File: config.mk
export PLATFORM = sky130hd
export DESIGN_NAME = calendar_date_stepper_unit
export DESIGN_NICKNAME = d
export VERILOG_FILES = /design/src/hdl/cds_pkg.sv /design/src/hdl/cds_leap_unit.sv /design/src/hdl/cds_day_step.sv /design/src/hdl/calendar_date_stepper_unit.sv
export SDC_FILE = /design/constraint.sdc
export NUM_CORES = 1
export LEC_CHECK = 0
export BUFFER_PORTS_ARGS = -buffer_cell sky130_fd_sc_hd__buf_2
export CORE_UTILIZATION = 56
export CTS_CLUSTER_SIZE = 40
export DETAILED_ROUTE_END_ITERATION = 12
export PLACE_DENSITY_LB_ADDON = 0.05
export RECOVER_POWER = 25
export SETUP_SLACK_MARGIN = 0.1
export SLEW_MARGIN = 20
export SYNTH_ARGS = -nofsm -noshare
export SYNTH_HDL_FRONTEND = slang
export SYNTH_SLANG_ARGS = --single-unit
File: constraint.sdc
create_clock -name i_clk -period 6.6 [get_ports i_clk]
set_clock_uncertainty 0.05 [all_clocks]
set_input_delay 0.66 -clock i_clk [delete_from_list [all_inputs] [get_ports i_clk]]
set_output_delay 0.66 -clock i_clk [all_outputs]
set_load 0.01 [all_outputs]
File: src/hdl/cds_pkg.sv
`default_nettype none

package cds_pkg;

    localparam int DAY_W   = 5;
    localparam int MONTH_W = 4;
    localparam int YEAR_W  = 14;
    localparam int CNT_IN_W = 16;

    localparam logic [DAY_W-1:0]   RST_DAY   = 5'd29;
    localparam logic [MONTH_W-1:0] RST_MONTH = 4'd2;
    localparam logic [YEAR_W-1:0]  RST_YEAR  = 14'd2005;

    localparam logic [MONTH_W-1:0] MONTH_JAN = 4'd1;
    localparam logic [MONTH_W-1:0] MONTH_FEB = 4'd2;
    localparam logic [MONTH_W-1:0] MONTH_APR = 4'd4;
    localparam logic [MONTH_W-1:0] MONTH_JUN = 4'd6;
    localparam logic [MONTH_W-1:0] MONTH_SEP = 4'd9;
    localparam logic [MONTH_W-1:0] MONTH_NOV = 4'd11;
    localparam logic [MONTH_W-1:0] MONTH_DEC = 4'd12;

    localparam logic [DAY_W-1:0] LEN_LEAP_FEB = 5'd29;
    localparam logic [DAY_W-1:0] LEN_FEB      = 5'd28;
    localparam logic [DAY_W-1:0] LEN_SHORT    = 5'd30;
    localparam logic [DAY_W-1:0] LEN_LONG     = 5'd31;

    // y / 100 == (y * 5243) >> 19 for every 14-bit y
    localparam int DIV100_MUL_W = 13;
    localparam logic [DIV100_MUL_W-1:0] DIV100_MUL = 13'd5243;
    localparam int DIV100_SH = 19;
    localparam int QUO_W     = 8;
    localparam int PROD_W    = YEAR_W + DIV100_MUL_W;
    localparam logic [YEAR_W-1:0] CENTURY = 14'd100;

    typedef enum logic [1:0] {
        OP_LOAD = 2'd0,
        OP_ADD  = 2'd1,
        OP_SUB  = 2'd2,
        OP_READ = 2'd3
    } t_op;

    typedef enum logic [2:0] {
        ST_IDLE,
        ST_LEAP,
        ST_LOAD,
        ST_STEP,
        ST_DONE
    } t_state;

    typedef struct packed {
        logic [YEAR_W-1:0]  year;
        logic [MONTH_W-1:0] month;
        logic [DAY_W-1:0]   day;
    } t_date;

    typedef struct packed {
        logic at_limit;
        logic year_wrap;
    } t_step_stat;

    function automatic logic [DAY_W-1:0] month_len(input logic [MONTH_W-1:0] month,
                                                   input logic leap);
        logic [DAY_W-1:0] len;
        case (month)
            MONTH_FEB: len = leap ? LEN_LEAP_FEB : LEN_FEB;
            MONTH_APR, MONTH_JUN, MONTH_SEP, MONTH_NOV: len = LEN_SHORT;
            default: len = LEN_LONG;
        endcase
        return len;
    endfunction

endpackage

`default_nettype wire

File: src/hdl/cds_leap_unit.sv
`default_nettype none

// Leap-year evaluator: registered reciprocal multiply, then a registered remainder check.
module cds_leap_unit (
    input  wire logic                      i_clk,
    input  wire logic [cds_pkg::YEAR_W-1:0] i_year,
    output logic                           o_leap
);
    import cds_pkg::*;

    logic [PROD_W-1:0] r_prod;
    logic [YEAR_W-1:0] r_year;
    logic              r_leap;
    logic [QUO_W-1:0]  quo;
    logic [YEAR_W-1:0] hund;
    logic [YEAR_W-1:0] rem;
    logic              n_leap;

    always_ff @(posedge i_clk) begin
        r_prod <= PROD_W'(i_year) * PROD_W'(DIV100_MUL);
        r_year <= i_year;
        r_leap <= n_leap;
    end

    always_comb begin
        quo  = r_prod[DIV100_SH +: QUO_W];
        hund = YEAR_W'(quo) * CENTURY;
        rem  = r_year - hund;
        // divisible by 400 means the century quotient is a multiple of 4
        n_leap = (r_year[1:0] == 2'b00) && ((rem != '0) || (quo[1:0] == 2'b00));
    end

    assign o_leap = r_leap;

endmodule

`default_nettype wire

File: src/hdl/cds_day_step.sv
`default_nettype none

module cds_day_step #(
    parameter int MAX_YEAR = 9999
) (
    input  wire cds_pkg::t_date      i_date,
    input  wire logic                i_leap,
    input  wire logic                i_back,
    output cds_pkg::t_date           o_date,
    output cds_pkg::t_step_stat      o_stat
);
    import cds_pkg::*;

    localparam logic [YEAR_W-1:0] YEAR_TOP = YEAR_W'(MAX_YEAR);
    localparam logic [YEAR_W-1:0] YEAR_ONE = YEAR_W'(1);
    localparam logic [DAY_W-1:0]  DAY_ONE  = DAY_W'(1);

    logic [DAY_W-1:0]   cur_len;
    logic [MONTH_W-1:0] prev_month;
    logic               upper;
    logic               lower;

    always_comb begin
        cur_len    = month_len(i_date.month, i_leap);
        prev_month = i_date.month - MONTH_W'(1);
        upper = (i_date.year > YEAR_TOP) ||
                ((i_date.year == YEAR_TOP) && (i_date.month == MONTH_DEC) &&
                 (i_date.day >= LEN_LONG));
        lower = (i_date.year < YEAR_ONE) ||
                ((i_date.year == YEAR_ONE) && (i_date.month == MONTH_JAN) &&
                 (i_date.day <= DAY_ONE));

        o_date = i_date;
        o_stat.at_limit  = i_back ? lower : upper;
        o_stat.year_wrap = 1'b0;

        if (!i_back) begin
            if (i_date.day >= cur_len) begin
                o_date.day = DAY_ONE;
                if (i_date.month >= MONTH_DEC) begin
                    o_date.month     = MONTH_JAN;
                    o_date.year      = i_date.year + YEAR_W'(1);
                    o_stat.year_wrap = 1'b1;
                end else begin
                    o_date.month = i_date.month + MONTH_W'(1);
                end
            end else begin
                o_date.day = i_date.day + DAY_W'(1);
            end
        end else begin
            if (i_date.day <= DAY_ONE) begin
                if (i_date.month <= MONTH_JAN) begin
                    // December is never February, so the stale leap flag is harmless
                    o_date.month     = MONTH_DEC;
                    o_date.year      = i_date.year - YEAR_W'(1);
                    o_date.day       = LEN_LONG;
                    o_stat.year_wrap = 1'b1;
                end else begin
                    o_date.month = prev_month;
                    o_date.day   = month_len(prev_month, i_leap);
                end
            end else begin
                o_date.day = i_date.day - DAY_W'(1);
            end
        end
    end

endmodule

`default_nettype wire

File: src/hdl/calendar_date_stepper_unit.sv
`default_nettype none

// Channel  Dir  tdata (low bit up)                              tuser
// s        in   load_day[4:0] load_month[8:5] load_year[22:9]   operation[1:0]
//               day_count[38:23], pad to 40
// m        out  day_out[4:0] month_out[8:5] year_out[22:9],     error[0]
//               pad to 24
//
// Read goes from accept straight to the result state; load passes through the
// leap wait and the load check first. Add and subtract count N down: the
// day stepper advances one day a cycle, pausing for the leap evaluator at each
// year boundary crossed. o_s_tready is high only while idle.
// Synchronous active-low reset sets the date to 2005-02-29.
// A result waiting on i_m_tready holds the block in its final state.
module calendar_date_stepper_unit #(
    parameter int MAX_YEAR    = 9999,
    parameter int COUNT_WIDTH = 16
) (
    input  wire logic        i_clk,
    input  wire logic        i_rst_n,
    input  wire logic        i_s_tvalid,
    output logic             o_s_tready,
    input  wire logic [39:0] i_s_tdata,   // load_day, load_month, load_year, day_count
    input  wire logic [1:0]  i_s_tuser,   // operation
    output logic             o_m_tvalid,
    input  wire logic        i_m_tready,
    output logic [23:0]      o_m_tdata,   // day_out, month_out, year_out
    output logic             o_m_tuser    // error
);
    import cds_pkg::*;

    localparam int CNT_TAKE = (COUNT_WIDTH < CNT_IN_W) ? COUNT_WIDTH : CNT_IN_W;
    localparam int LD_LO = 0;
    localparam int LM_LO = LD_LO + DAY_W;
    localparam int LY_LO = LM_LO + MONTH_W;
    localparam int CT_LO = LY_LO + YEAR_W;

    t_state                 r_state, n_state;
    t_op                    r_op;
    logic [DAY_W-1:0]       r_ld;
    logic [MONTH_W-1:0]     r_lm;
    logic [YEAR_W-1:0]      r_ly;
    logic [COUNT_WIDTH-1:0] r_cnt, n_cnt;
    t_date                  r_date, n_date;
    logic                   r_err, n_err;
    logic                   r_wait, n_wait;
    t_date                  r_out_date;
    logic                   r_out_err;
    logic                   r_out_valid, n_out_valid;

    logic                   s_beat;
    logic                   out_free;
    logic                   leap;
    logic [YEAR_W-1:0]      leap_year_in;
    t_date                  step_date;
    t_step_stat             step_stat;
    logic                   load_ok;

    assign s_beat   = i_s_tvalid && o_s_tready;
    assign out_free = !r_out_valid || i_m_tready;

    assign leap_year_in = (r_op == OP_LOAD) ? r_ly : r_date.year;

    cds_leap_unit u_leap (
        .i_clk  (i_clk),
        .i_year (leap_year_in),
        .o_leap (leap)
    );

    cds_day_step #(
        .MAX_YEAR (MAX_YEAR)
    ) u_step (
        .i_date (r_date),
        .i_leap (leap),
        .i_back (r_op == OP_SUB),
        .o_date (step_date),
        .o_stat (step_stat)
    );

    assign load_ok = (r_lm >= MONTH_JAN) && (r_lm <= MONTH_DEC) &&
                     (r_ly >= YEAR_W'(1)) && (r_ly <= YEAR_W'(MAX_YEAR)) &&
                     (r_ld >= DAY_W'(1)) && (r_ld <= month_len(r_lm, leap));

    // next state
    always_comb begin
        n_state = r_state;
        unique case (r_state)
            ST_IDLE: begin
                if (s_beat) begin
                    n_state = (t_op'(i_s_tuser) == OP_READ) ? ST_DONE : ST_LEAP;
                end
            end
            ST_LEAP: begin
                if (r_wait) begin
                    n_state = (r_op == OP_LOAD) ? ST_LOAD : ST_STEP;
                end
            end
            ST_LOAD: n_state = ST_DONE;
            ST_STEP: begin
                if ((r_cnt == '0) || step_stat.at_limit) begin
                    n_state = ST_DONE;
                end else if (step_stat.year_wrap) begin
                    n_state = ST_LEAP;
                end
            end
            ST_DONE: begin
                if (out_free) begin
                    n_state = ST_IDLE;
                end
            end
            default: n_state = ST_IDLE;
        endcase
    end

    // datapath controls
    always_comb begin
        n_date      = r_date;
        n_cnt       = r_cnt;
        n_err       = r_err;
        n_wait      = 1'b0;
        n_out_valid = r_out_valid && !i_m_tready;
        o_s_tready  = 1'b0;
        unique case (r_state)
            ST_IDLE: begin
                o_s_tready = 1'b1;
                n_err      = 1'b0;
                n_cnt      = COUNT_WIDTH'(i_s_tdata[CT_LO +: CNT_TAKE]);
            end
            ST_LEAP: n_wait = !r_wait;
            ST_LOAD: begin
                if (load_ok) begin
                    n_date.day   = r_ld;
                    n_date.month = r_lm;
                    n_date.year  = r_ly;
                end else begin
                    n_err = 1'b1;
                end
            end
            ST_STEP: begin
                if (r_cnt != '0) begin
                    if (step_stat.at_limit) begin
                        n_err = 1'b1;
                    end else begin
                        n_date = step_date;
                        n_cnt  = r_cnt - COUNT_WIDTH'(1);
                    end
                end
            end
            ST_DONE: begin
                if (out_free) begin
                    n_out_valid = 1'b1;
                end
            end
            default: n_wait = 1'b0;
        endcase
    end

    always_ff @(posedge i_clk) begin
        if (!i_rst_n) begin
            r_state      <= ST_IDLE;
            r_date.day   <= RST_DAY;
            r_date.month <= RST_MONTH;
            r_date.year  <= RST_YEAR;
            r_wait       <= 1'b0;
            r_out_valid  <= 1'b0;
        end else begin
            r_state     <= n_state;
            r_date      <= n_date;
            r_wait      <= n_wait;
            r_out_valid <= n_out_valid;
        end
    end

    // payload: capture the beat, hold the count and flag, latch the result
    always_ff @(posedge i_clk) begin
        r_cnt <= n_cnt;
        r_err <= n_err;
        if (s_beat) begin
            r_op <= t_op'(i_s_tuser);
            r_ld <= i_s_tdata[LD_LO +: DAY_W];
            r_lm <= i_s_tdata[LM_LO +: MONTH_W];
            r_ly <= i_s_tdata[LY_LO +: YEAR_W];
        end
        if ((r_state == ST_DONE) && out_free) begin
            r_out_date <= r_date;
            r_out_err  <= r_err;
        end
    end

    assign o_m_tvalid = r_out_valid;
    assign o_m_tdata  = {1'b0, r_out_date.year, r_out_date.month, r_out_date.day};
    assign o_m_tuser  = r_out_err;

endmodule

`default_nettype wire

==> flow_summary_export.csv, run 1 <==
group,metric,value,unit
drt,vias_per_cell,5.71,
cts,cts.sinks,117,
place,hpwl,17400,um
timing,worstMarginPinSlew,1.18,ns
timing,post-route-min-period,6.07,ns
floorplanning,die-area,18600,um^2
timing,setup_viol,0,
cts,clk_pin_slew,0.05,ns
final_layout,n_antenna_cell,0,
synthesis,yosysWarnings,0,
synthesis,synth_edf_count,66,
timing,slew_headroom,0.212,
cts,cts_hold_buf,0,
worst_setup_path,cp_max_fo,9,
global_route,grt_max_degree,53,
synthesis,yosys.area.top_type_share,0.196,
drt,firstDrtPassIters,5,
worst_setup_path,reg2reg_slack,0.53,ns
worst_hold_path,min_from,"i_s_tdata[5]",
timing,fin_setup_tns,0,ns
cts,ctsResizeCount,0,
timing,min_period_over_period,0.920,
final_layout,fin_nets,1365,
synthesis,syn-num-nets,1295,
timing,slew_viol_final,0,
cts,numCtsBuffers,17,
drt,drc,0,
global_route,grt_pass1_vias,7243,
worst_setup_path,cp-end-kind,"flip-flop",
outcome,outcome,"finished, final reports clean",
synthesis,synth.distinct_cells,75,
timing,rsz0062_at_grt,"no",
global_route,grt_overflow,0,
cts,clk_path_buf_depth,2,
floorplanning,coreArea,17500,um^2
synthesis,yosysSeqAreaShare,0.297,
timing,hold_viol,0,
synthesis,yosys_register_bits,117,
place,place.gp.congestion,0.887,
timing,fmax,165,MHz
synthesis,syn_inst,1044,
job,maxCapViolations,0,
worst_hold_path,worstHoldPathType,"in2reg",
cts,root_buffer,"clkbuf_16",
final_layout,syn2layout_area_growth,12.1,%
cts,cts_tree,"done",
global_route,antenna_found_initial,0,
worst_setup_path,required,6.90,ns
floorplanning,die_x,136,um
floorplanning,initial_core_util,0.578,
cts,clock_latency,0.43,ns
final_layout,fillers,1457,
worst_setup_path,crit_start,"r_op[1]$_DFFE_PP_",
place,io_buffers,70,
drt,dr.first_iter.drc_count,502,
worst_setup_path,crit_path_start_kind,"flip-flop",
synthesis,ys_top_cells_by_area,"edfxtp_1, ha_1, fa_1, dfxtp_1, inv_1",
synthesis,synth_area,10100,um^2
final_layout,drive_above_1_share,0.121,
synthesis,avgSynthCellArea,9.67,um^2
cts,cts_setup_buffers,0,
floorplanning,dieHeight,136,um
worst_setup_path,rr_endpoint,"u_leap.r_prod[26]$_DFF_P_",
drt,wl,22700,um
final_layout,layout_common_cells,"ha_1, inv_1, nand2_1",
synthesis,synth-async-reset-ratio,0,
drt,vias,7725,
worst_setup_path,crit_type,"reg2reg",
floorplanning,core.rowCount,48,
timing,hold_ws,0.355,ns
global_route,grt_pass1_wl,37100,um
global_route,grt_usage,0.263,
cts,cts-htree-levels,4,
synthesis,synth_top_cell_by_area,"edfxtp_1",
worst_setup_path,r2r_cells,23,
worst_setup_path,r2r-start,"r_op[1]$_DFFE_PP_",
worst_setup_path,arrival,6.37,ns
synthesis,synthFlopType,"edfxtp_1",
worst_hold_path,min_to,"r_lm[0]$_DFFE_PP_",
floorplanning,io_pins,73,
worst_hold_path,whs_path_depth,1,
drt,antenna_left,0,
final_layout,final_common_cell,"ha_1",
drt,wl_per_cell,16.8,um
## state kept, by name, indices dropped and copies added, names as in the netlist
name,flops
o_m_tdata,23
r_date,23
r_cnt,16
r_ly,14
u_leap.r_year,13
u_leap.r_prod,9
r_ld,5
r_lm,4
r_state,3
r_op,2
o_m_tuser,1
o_m_tvalid,1
r_err,1
r_wait,1
u_leap.o_leap,1
## final cells by class
cell class / instances / area (um^2) / area share
sequential: 117 / 3000 / 0.265
tap: 225 / 282 / 0.0249
clock inverter: 12 / 178 / 0.0157
inverter: 129 / 484 / 0.0428
clock buffer: 20 / 447 / 0.0395
multi-input combinational: 760 / 6440 / 0.569
timing repair buffer: 89 / 485 / 0.0429
## cells in the mapped netlist (8+ instances only)
| master | n |
|---|---|
| nor2_1 | 71 |
| a211oi_1 | 11 |
| nand3_1 | 22 |
| fa_1 | 56 |
| inv_1 | 129 |
| dfxtp_1 | 51 |
| mux2i_1 | 18 |
| nor4_1 | 14 |
| nand2_1 | 79 |
| nand4_1 | 10 |
| a21o_1 | 8 |
| o21bai_1 | 11 |
| and2_1 | 12 |
| xnor2_1 | 27 |
| a31oi_1 | 8 |
| xor2_1 | 31 |
| and3_1 | 11 |
| edfxtp_1 | 66 |
| o21ai_0 | 51 |
| ha_1 | 149 |
| clkbuf_1 | 30 |
| nor3_1 | 26 |
| o31ai_1 | 9 |
| a21oi_1 | 24 |
| nor2b_1 | 10 |
## kinds of logic (layout without fill, tap and decap cells)
kind of cell    count (synthesis)  count (layout)  synth area share
compound gates                197             197             0.137
other cells                     1               1          0.000371
fa+ha+maj                     205             205             0.296
mux                            19              19            0.0201
xor+xnor                       58              58            0.0503
flops                         117             117             0.297
simple gates                  280             280             0.134
buf+inv                       167             250            0.0649
## worst max-delay path by stage
stage                                           end
after floorplan           u_leap.r_prod[26]$_DFF_P_
after global placement    u_leap.r_prod[26]$_DFF_P_
after detailed placement  u_leap.r_prod[26]$_DFF_P_
after CTS                 u_leap.r_prod[26]$_DFF_P_
after global routing      u_leap.r_prod[26]$_DFF_P_
final                     u_leap.r_prod[26]$_DFF_P_
## per-layer routing
metal,up-vias,part of all wire,routed length (um),GRT usage
met2,251,0.43,9660,0.384
met5,-,0,0,0
met4,0,0.0088,200,0.0630
met1,3620,0.50,11300,0.395
met3,15,0.066,1490,0.0511
li1,3839,-,-,-
## metrics by stage
stage	cell area, um^2	std cells	utilization	worst slack, ns
floorplan	10100	1044	-	0.305
global placement	10700	1320	0.612	0.704
CTS	11300	1352	0.648	0.539
detailed placement	10700	1320	0.612	0.554
global route	11300	1352	0.648	0.132
finish	11300	1352	0.648	0.531
## worst max-delay path: stages (launching register included)
cell and delay, ns:
edfxtp_1 0.41, nor2_1 0.18, buf_4 0.23, mux2i_1 0.52, inv_1 0.32, ha_1 0.28
o21bai_1 0.15, ha_1 0.29, inv_1 0.05, fa_1 0.48, inv_1 0.05, fa_1 0.52
inv_1 0.05, fa_1 0.54, inv_1 0.04, ha_1 0.20, nor4_1 0.30, o211a_1 0.23
o41ai_1 0.08, a211oi_1 0.30, buf_4 0.21, o21ai_0 0.14, a21oi_1 0.21, xnor2_1 0.13
Power of run 1 is not shown: default switching activity piles up to over one toggle a cycle in this logic, so the estimate is an artifact.
==> run 2, diff against run 1 <==
Settings changed: CORE_UTILIZATION 56 to 57, CTS_BUF_LIST set to sky130_fd_sc_hd__clkbuf_2.
==> run 2 against run 1 <==
Clock-buffer cell count fell by 2. Routed wire length rose by 1.5%. Fmax rose by 0.26%. Via count rose by 0.69%. Hold slack got worse by 0.28 ns. Utilization is 0.45 points lower. Non-clock buffer count rose by 9.
==> flow_summary_export.csv, run 2 (synthesis gave the netlist of run 1 again) <==
group,metric,value,unit
outcome,outcome,"finished, final reports clean",
timing,setup_viol,0,
final_layout,syn2layout_area_growth,10.2,%
worst_setup_path,crit_slowest_cell,"fa_1",
worst_setup_path,reg2reg_slack,0.55,ns
worst_hold_path,min_from,"i_s_tdata[12]",
cts,clk_path_buf_depth,2,
place,place.gp.congestion,0.869,
cts,cts_tree,"done",
floorplanning,core.rowCount,48,
worst_setup_path,crit_path_start_kind,"flip-flop",
timing,rsz0062_at_grt,"no",
drt,vias_per_cell,5.71,
worst_hold_path,whs_path_depth,1,
floorplanning,io_pins,73,
floorplanning,initial_core_util,0.584,
timing,slew_viol_final,0,
floorplanning,die-area,18300,um^2
place,hpwl,17900,um
global_route,antenna_found_initial,1,
worst_setup_path,worstPathCellList,"nor2_1, buf_12, mux2i_1, inv_1, ha_1, ha_1, inv_1, fa_1, inv_1, fa_1, inv_1, fa_1, inv_1, ha_1, nor3_1, o21a_1, o41ai_1, a211oi_1, buf_4, o21ai_0, a21oi_1, xnor2_1",
global_route,grt_usage,0.264,
worst_setup_path,r2r_cells,22,
drt,dr.first_iter.drc_count,591,
global_route,grt_pass1_vias,7372,
final_layout,drive_above_1_share,0.122,
worst_setup_path,crit_family,"adder cells",
cts,clk_pin_slew,0.19,ns
final_layout,multiInputGateArea,6450,um^2
timing,fin_setup_tns,0,ns
cts,cts-htree-levels,4,
drt,firstDrtPassIters,5,
worst_setup_path,worst-path-stages,22,
cts,clock_latency,0.71,ns
worst_setup_path,r2r-start,"r_op[1]$_DFFE_PP_",
worst_setup_path,rr_endpoint,"u_leap.r_prod[26]$_DFF_P_",
drt,antenna_left,0,
worst_setup_path,crit_type,"reg2reg",
drt,drc,0,
job,maxCapViolations,0,
worst_setup_path,arrival,6.60,ns
timing,fmax,165,MHz
worst_setup_path,crit_start,"r_op[1]$_DFFE_PP_",
place,io_buffers,70,
final_layout,register_area,3000,um^2
final_layout,layout_common_cells,"ha_1, inv_1, nand2_1",
timing,min_period_over_period,0.917,
worst_setup_path,cpPeakStageDelay,0.54,ns
global_route,grt_pass1_wl,37000,um
final_layout,fin_nets,1374,
floorplanning,die_x,135,um
cts,root_buffer,"clkbuf_2",
worst_setup_path,crit_top_cell,"inv_1",
timing,worstMarginPinSlew,1.17,ns
drt,vias,7778,
worst_setup_path,cp_max_fo,15,
final_layout,fillers,1490,
worst_setup_path,cp-end-kind,"flip-flop",
timing,hold_viol,0,
cts,numCtsBuffers,17,
worst_hold_path,min_to,"r_ly[3]$_DFFE_PP_",
global_route,grt_max_degree,44,
global_route,grt_overflow,0,
floorplanning,dieHeight,135,um
drt,wl,23000,um
timing,slew_headroom,0.217,
worst_setup_path,required,7.15,ns
cts,cts.sinks,117,
drt,wl_per_cell,16.9,um
timing,post-route-min-period,6.05,ns
final_layout,final_common_cell,"ha_1",
worst_setup_path,crit_buf_inv,7,
worst_hold_path,worstHoldPathType,"in2reg",
floorplanning,coreArea,17300,um^2
## run 2: timing repair
action | CTS | global route
hold buffers | 8 | 2
hold endpoints to repair | 8 | 2
endpoints found under the setup margin | 0 | 1
buffers inserted | 0 | 0
resized for setup | 0 | 1
## run 2: stage by stage
stage	setup slack (ns)	util	std cells	hold slack, ns	instance area, um^2
2_1_floorplan	0.305	-	1044	0.343	10100
3_3_place_gp	0.658	0.619	1319	0.387	10700
3_5_place_dp	0.566	0.619	1319	0.380	10700
4_1_cts	0.528	0.642	1359	0.0115	11100
5_1_grt	0.124	0.643	1362	0.00213	11100
6_report	0.547	0.643	1362	0.0708	11100
## run 2: cell type report
cell class	instances	area share
sequential	117	0.270
tap	225	0.0253
antenna	1	0.000225
multi-input combinational	760	0.579
clock inverter	14	0.0201
clock buffer	18	0.00810
timing repair buffer	98	0.0534
inverter	129	0.0435
## run 2: per-layer routing
metal  vias up  global-route usage  wire length (um)
li1       3850                   -                 -
met1      3664               0.394             11100
met2       245               0.395              9990
met3        19              0.0503              1700
met4         0              0.0568               206
met5         -                   0                 0
## run 2: worst max path at each step
stage,end
global placement,u_leap.r_prod[26]$_DFF_P_
CTS,u_leap.r_prod[26]$_DFF_P_
detailed placement,u_leap.r_prod[26]$_DFF_P_
finish,u_leap.r_prod[26]$_DFF_P_
floorplan,u_leap.r_prod[26]$_DFF_P_
global route,u_leap.r_prod[26]$_DFF_P_
Power of run 2 is left out for the same reason.
==> run 3, diff against run 2 <==
Settings changed: ABC_AREA set to 1, CORE_UTILIZATION 57 to 58, CTS_BUF_LIST sky130_fd_sc_hd__clkbuf_2 to sky130_fd_sc_hd__clkbuf_4.
==> run 3 against run 2 <==
Routed wire length grew 8.6%. Flip-flop and latch count unchanged. Fmax grew 3.7%. Non-clock buffer count decreased by 20. Sequential share of layout area shrank 1.6 points.
==> flow_summary_export.csv, run 3 <==
group,metric,value,unit
outcome,outcome,"finished, final reports clean",
cts,clock_latency,0.55,ns
timing,setup_viol,0,
worst_setup_path,crit_family,"adder cells",
timing,rsz0062_at_grt,"no",
synthesis,synth.distinct_cells,50,
synthesis,yosys.area.top_type_share,0.179,
drt,antenna_left,0,
timing,slew_viol_final,0,
cts,clk_pin_slew,0.12,ns
global_route,grt_max_degree,48,
synthesis,avgSynthCellArea,7.83,um^2
worst_setup_path,crit_type,"reg2reg",
worst_hold_path,worstHoldPathType,"in2reg",
place,hpwl,20200,um
cts,ctsResizeCount,0,
global_route,grt_overflow,0,
synthesis,yosysWarnings,0,
drt,dr.first_iter.drc_count,750,
floorplanning,dieHeight,140,um
job,maxCapViolations,0,
worst_setup_path,worstPathCellList,"nor2_2, buf_4, nand2_1, o21ai_2, inv_1, nor2_1, fa_1, fa_1, inv_1, fa_1, fa_1, inv_1, ha_1, nand2_1, nand2_1, a31oi_1, nor3_1, o21ai_0, nand3_1, nand2_1, nand2_1",
synthesis,synth_edf_count,66,
global_route,grt_pass1_wl,41300,um
synthesis,synth_area,11100,um^2
drt,drc,0,
floorplanning,coreArea,18700,um^2
synthesis,synth_top_cell_by_area,"edfxtp_1",
final_layout,layout_common_cells,"nand2_1, inv_1, ha_1",
worst_setup_path,cp_max_fo,16,
worst_hold_path,min_from,"i_s_tdata[15]",
floorplanning,die_x,140,um
worst_setup_path,required,6.97,ns
place,io_buffers,70,
final_layout,final_common_cell,"nand2_1",
drt,firstDrtPassIters,6,
worst_setup_path,r2r-start,"r_op[0]$_DFFE_PP_",
drt,vias,9164,
cts,root_buffer,"clkbuf_4",
drt,wl_per_cell,14.5,um
synthesis,synth-async-reset-ratio,0,
timing,fin_setup_tns,0,ns
worst_hold_path,whs_path_depth,1,
cts,cts.sinks,117,
worst_setup_path,cp-end-kind,"flip-flop",
worst_setup_path,crit_slowest_cell,"fa_1",
cts,numCtsBuffers,17,
final_layout,drive_above_1_share,0.0980,
synthesis,synth.most_common_cell,"nand2_1",
floorplanning,die-area,19600,um^2
final_layout,fin_nets,1728,
worst_setup_path,r2r_cells,21,
timing,post-route-min-period,5.84,ns
drt,vias_per_cell,5.31,
synthesis,ys_top_cells_by_area,"edfxtp_1, ha_1, fa_1, nand2_1, dfxtp_1",
cts,cts_setup_buffers,0,
synthesis,syn_inst,1411,
drt,wl,25000,um
place,place.gp.congestion,0.902,
cts,clk_path_buf_depth,2,
worst_setup_path,rr_endpoint,"u_leap.r_prod[24]$_DFF_P_",
worst_setup_path,crit_buf_inv,4,
global_route,grt_usage,0.268,
timing,slew_headroom,0.132,
cts,cts-htree-levels,4,
floorplanning,core.rowCount,50,
synthesis,synth_common_cells,"nand2_1, inv_1, ha_1",
timing,hold_viol,0,
timing,worstMarginPinSlew,1.30,ns
floorplanning,io_pins,73,
timing,fmax,171,MHz
worst_setup_path,crit_top_cell,"nand2_1",
global_route,antenna_found_initial,1,
worst_setup_path,crit_path_start_kind,"flip-flop",
worst_setup_path,cpPeakStageDelay,0.58,ns
synthesis,synthFlopType,"edfxtp_1",
cts,cts_tree,"done",
floorplanning,initial_core_util,0.591,
synthesis,yosysSeqAreaShare,0.272,
cts,cts_hold_buf,0,
synthesis,yosys_register_bits,117,
synthesis,syn-num-nets,1662,
final_layout,syn2layout_area_growth,7.03,%
worst_setup_path,reg2reg_slack,0.76,ns
global_route,grt_pass1_vias,8495,
worst_hold_path,min_to,"r_ly[6]$_DFFE_PP_",
timing,min_period_over_period,0.884,
worst_setup_path,arrival,6.21,ns
[run 3: changes by cell type in the layout (fill, tap and decap cells not counted), moves of 16 or more]
| cell | change |
|---|---|
| inv_1 | +134 |
| nor2_1 | +48 |
| clkbuf_4 | +17 |
| o21ai_0 | +23 |
| a21oi_1 | +34 |
| nand3_1 | +57 |
| mux2i_1 | -16 |
| clkbuf_2 | -18 |
| nand2_1 | +203 |
[run 3: kinds of logic (layout without fill, tap and decap cells)]
family	count (synthesis)	after routing	synth area share
AO/OA/AOI/OAI	191	191	0.0997
XOR/XNOR	48	48	0.0380
adder cells (fa/ha/maj)	205	205	0.270
buffers and inverters	299	378	0.107
flip-flops	117	117	0.272
multiplexers	1	1	0.000906
other	1	2	0.000339
AND/OR/NAND/NOR	549	549	0.212
[run 3: worst register-to-register path, cell delays in order, from the launching register on]
cell and delay, ns:
edfxtp_1 0.46, nor2_2 0.54, buf_4 0.34, nand2_1 0.09, o21ai_2 0.22, inv_1 0.25
nor2_1 0.24, fa_1 0.50, fa_1 0.54, inv_1 0.05, fa_1 0.47, fa_1 0.58
inv_1 0.05, ha_1 0.33, nand2_1 0.07, nand2_1 0.06, a31oi_1 0.22, nor3_1 0.07
o21ai_0 0.32, nand3_1 0.13, nand2_1 0.07, nand2_1 0.08
[run 3: final cells by class]
cell class	count	area (um^2)
multi-input combinational	995	6880
fill	1712	6870
timing repair buffer	78	404
tap	234	293
inverter	268	1010
clock inverter	15	119
antenna	1	2.50
sequential	117	3000
clock buffer	17	128
[run 3: per-layer routing]
| layer | vias up | share of wire | GRT usage |
|---|---|---|---|
| met5 | - | 0 | 0 |
| met4 | 0 | 0.012 | 0.0613 |
| li1 | 4692 | - | - |
| met3 | 28 | 0.055 | 0.0393 |
| met1 | 4210 | 0.49 | 0.393 |
| met2 | 234 | 0.44 | 0.416 |
[run 3: how the worst max path moves through the flow]
stage,start,end,slack (ns),depth (start not counted)
2_1_floorplan,r_op[0]$_DFFE_PP_,u_leap.r_prod[25]$_DFF_P_,1.57,23
3_3_place_gp,r_op[0]$_DFFE_PP_,u_leap.r_prod[24]$_DFF_P_,0.93,21
3_5_place_dp,r_op[0]$_DFFE_PP_,u_leap.r_prod[24]$_DFF_P_,0.89,21
4_1_cts,r_op[0]$_DFFE_PP_,u_leap.r_prod[24]$_DFF_P_,0.85,21
5_1_grt,r_op[1]$_DFFE_PP_,u_leap.r_prod[25]$_DFF_P_,0.33,23
6_report,r_op[0]$_DFFE_PP_,u_leap.r_prod[24]$_DFF_P_,0.76,21
[run 3: stage by stage]
step                 util  setup WS [ns]  cell area [um^2]  std cells  hold WS (ns)
global route        0.633          0.335             11800       1725         0.190
CTS                 0.633          0.855             11800       1724         0.191
detailed placement  0.620          0.895             11600       1692         0.357
finish              0.633          0.763             11800       1725         0.235
floorplan               -           1.57             11100       1411         0.346
global placement    0.620          0.927             11600       1692         0.351
Power of run 3 is left out for the same reason.
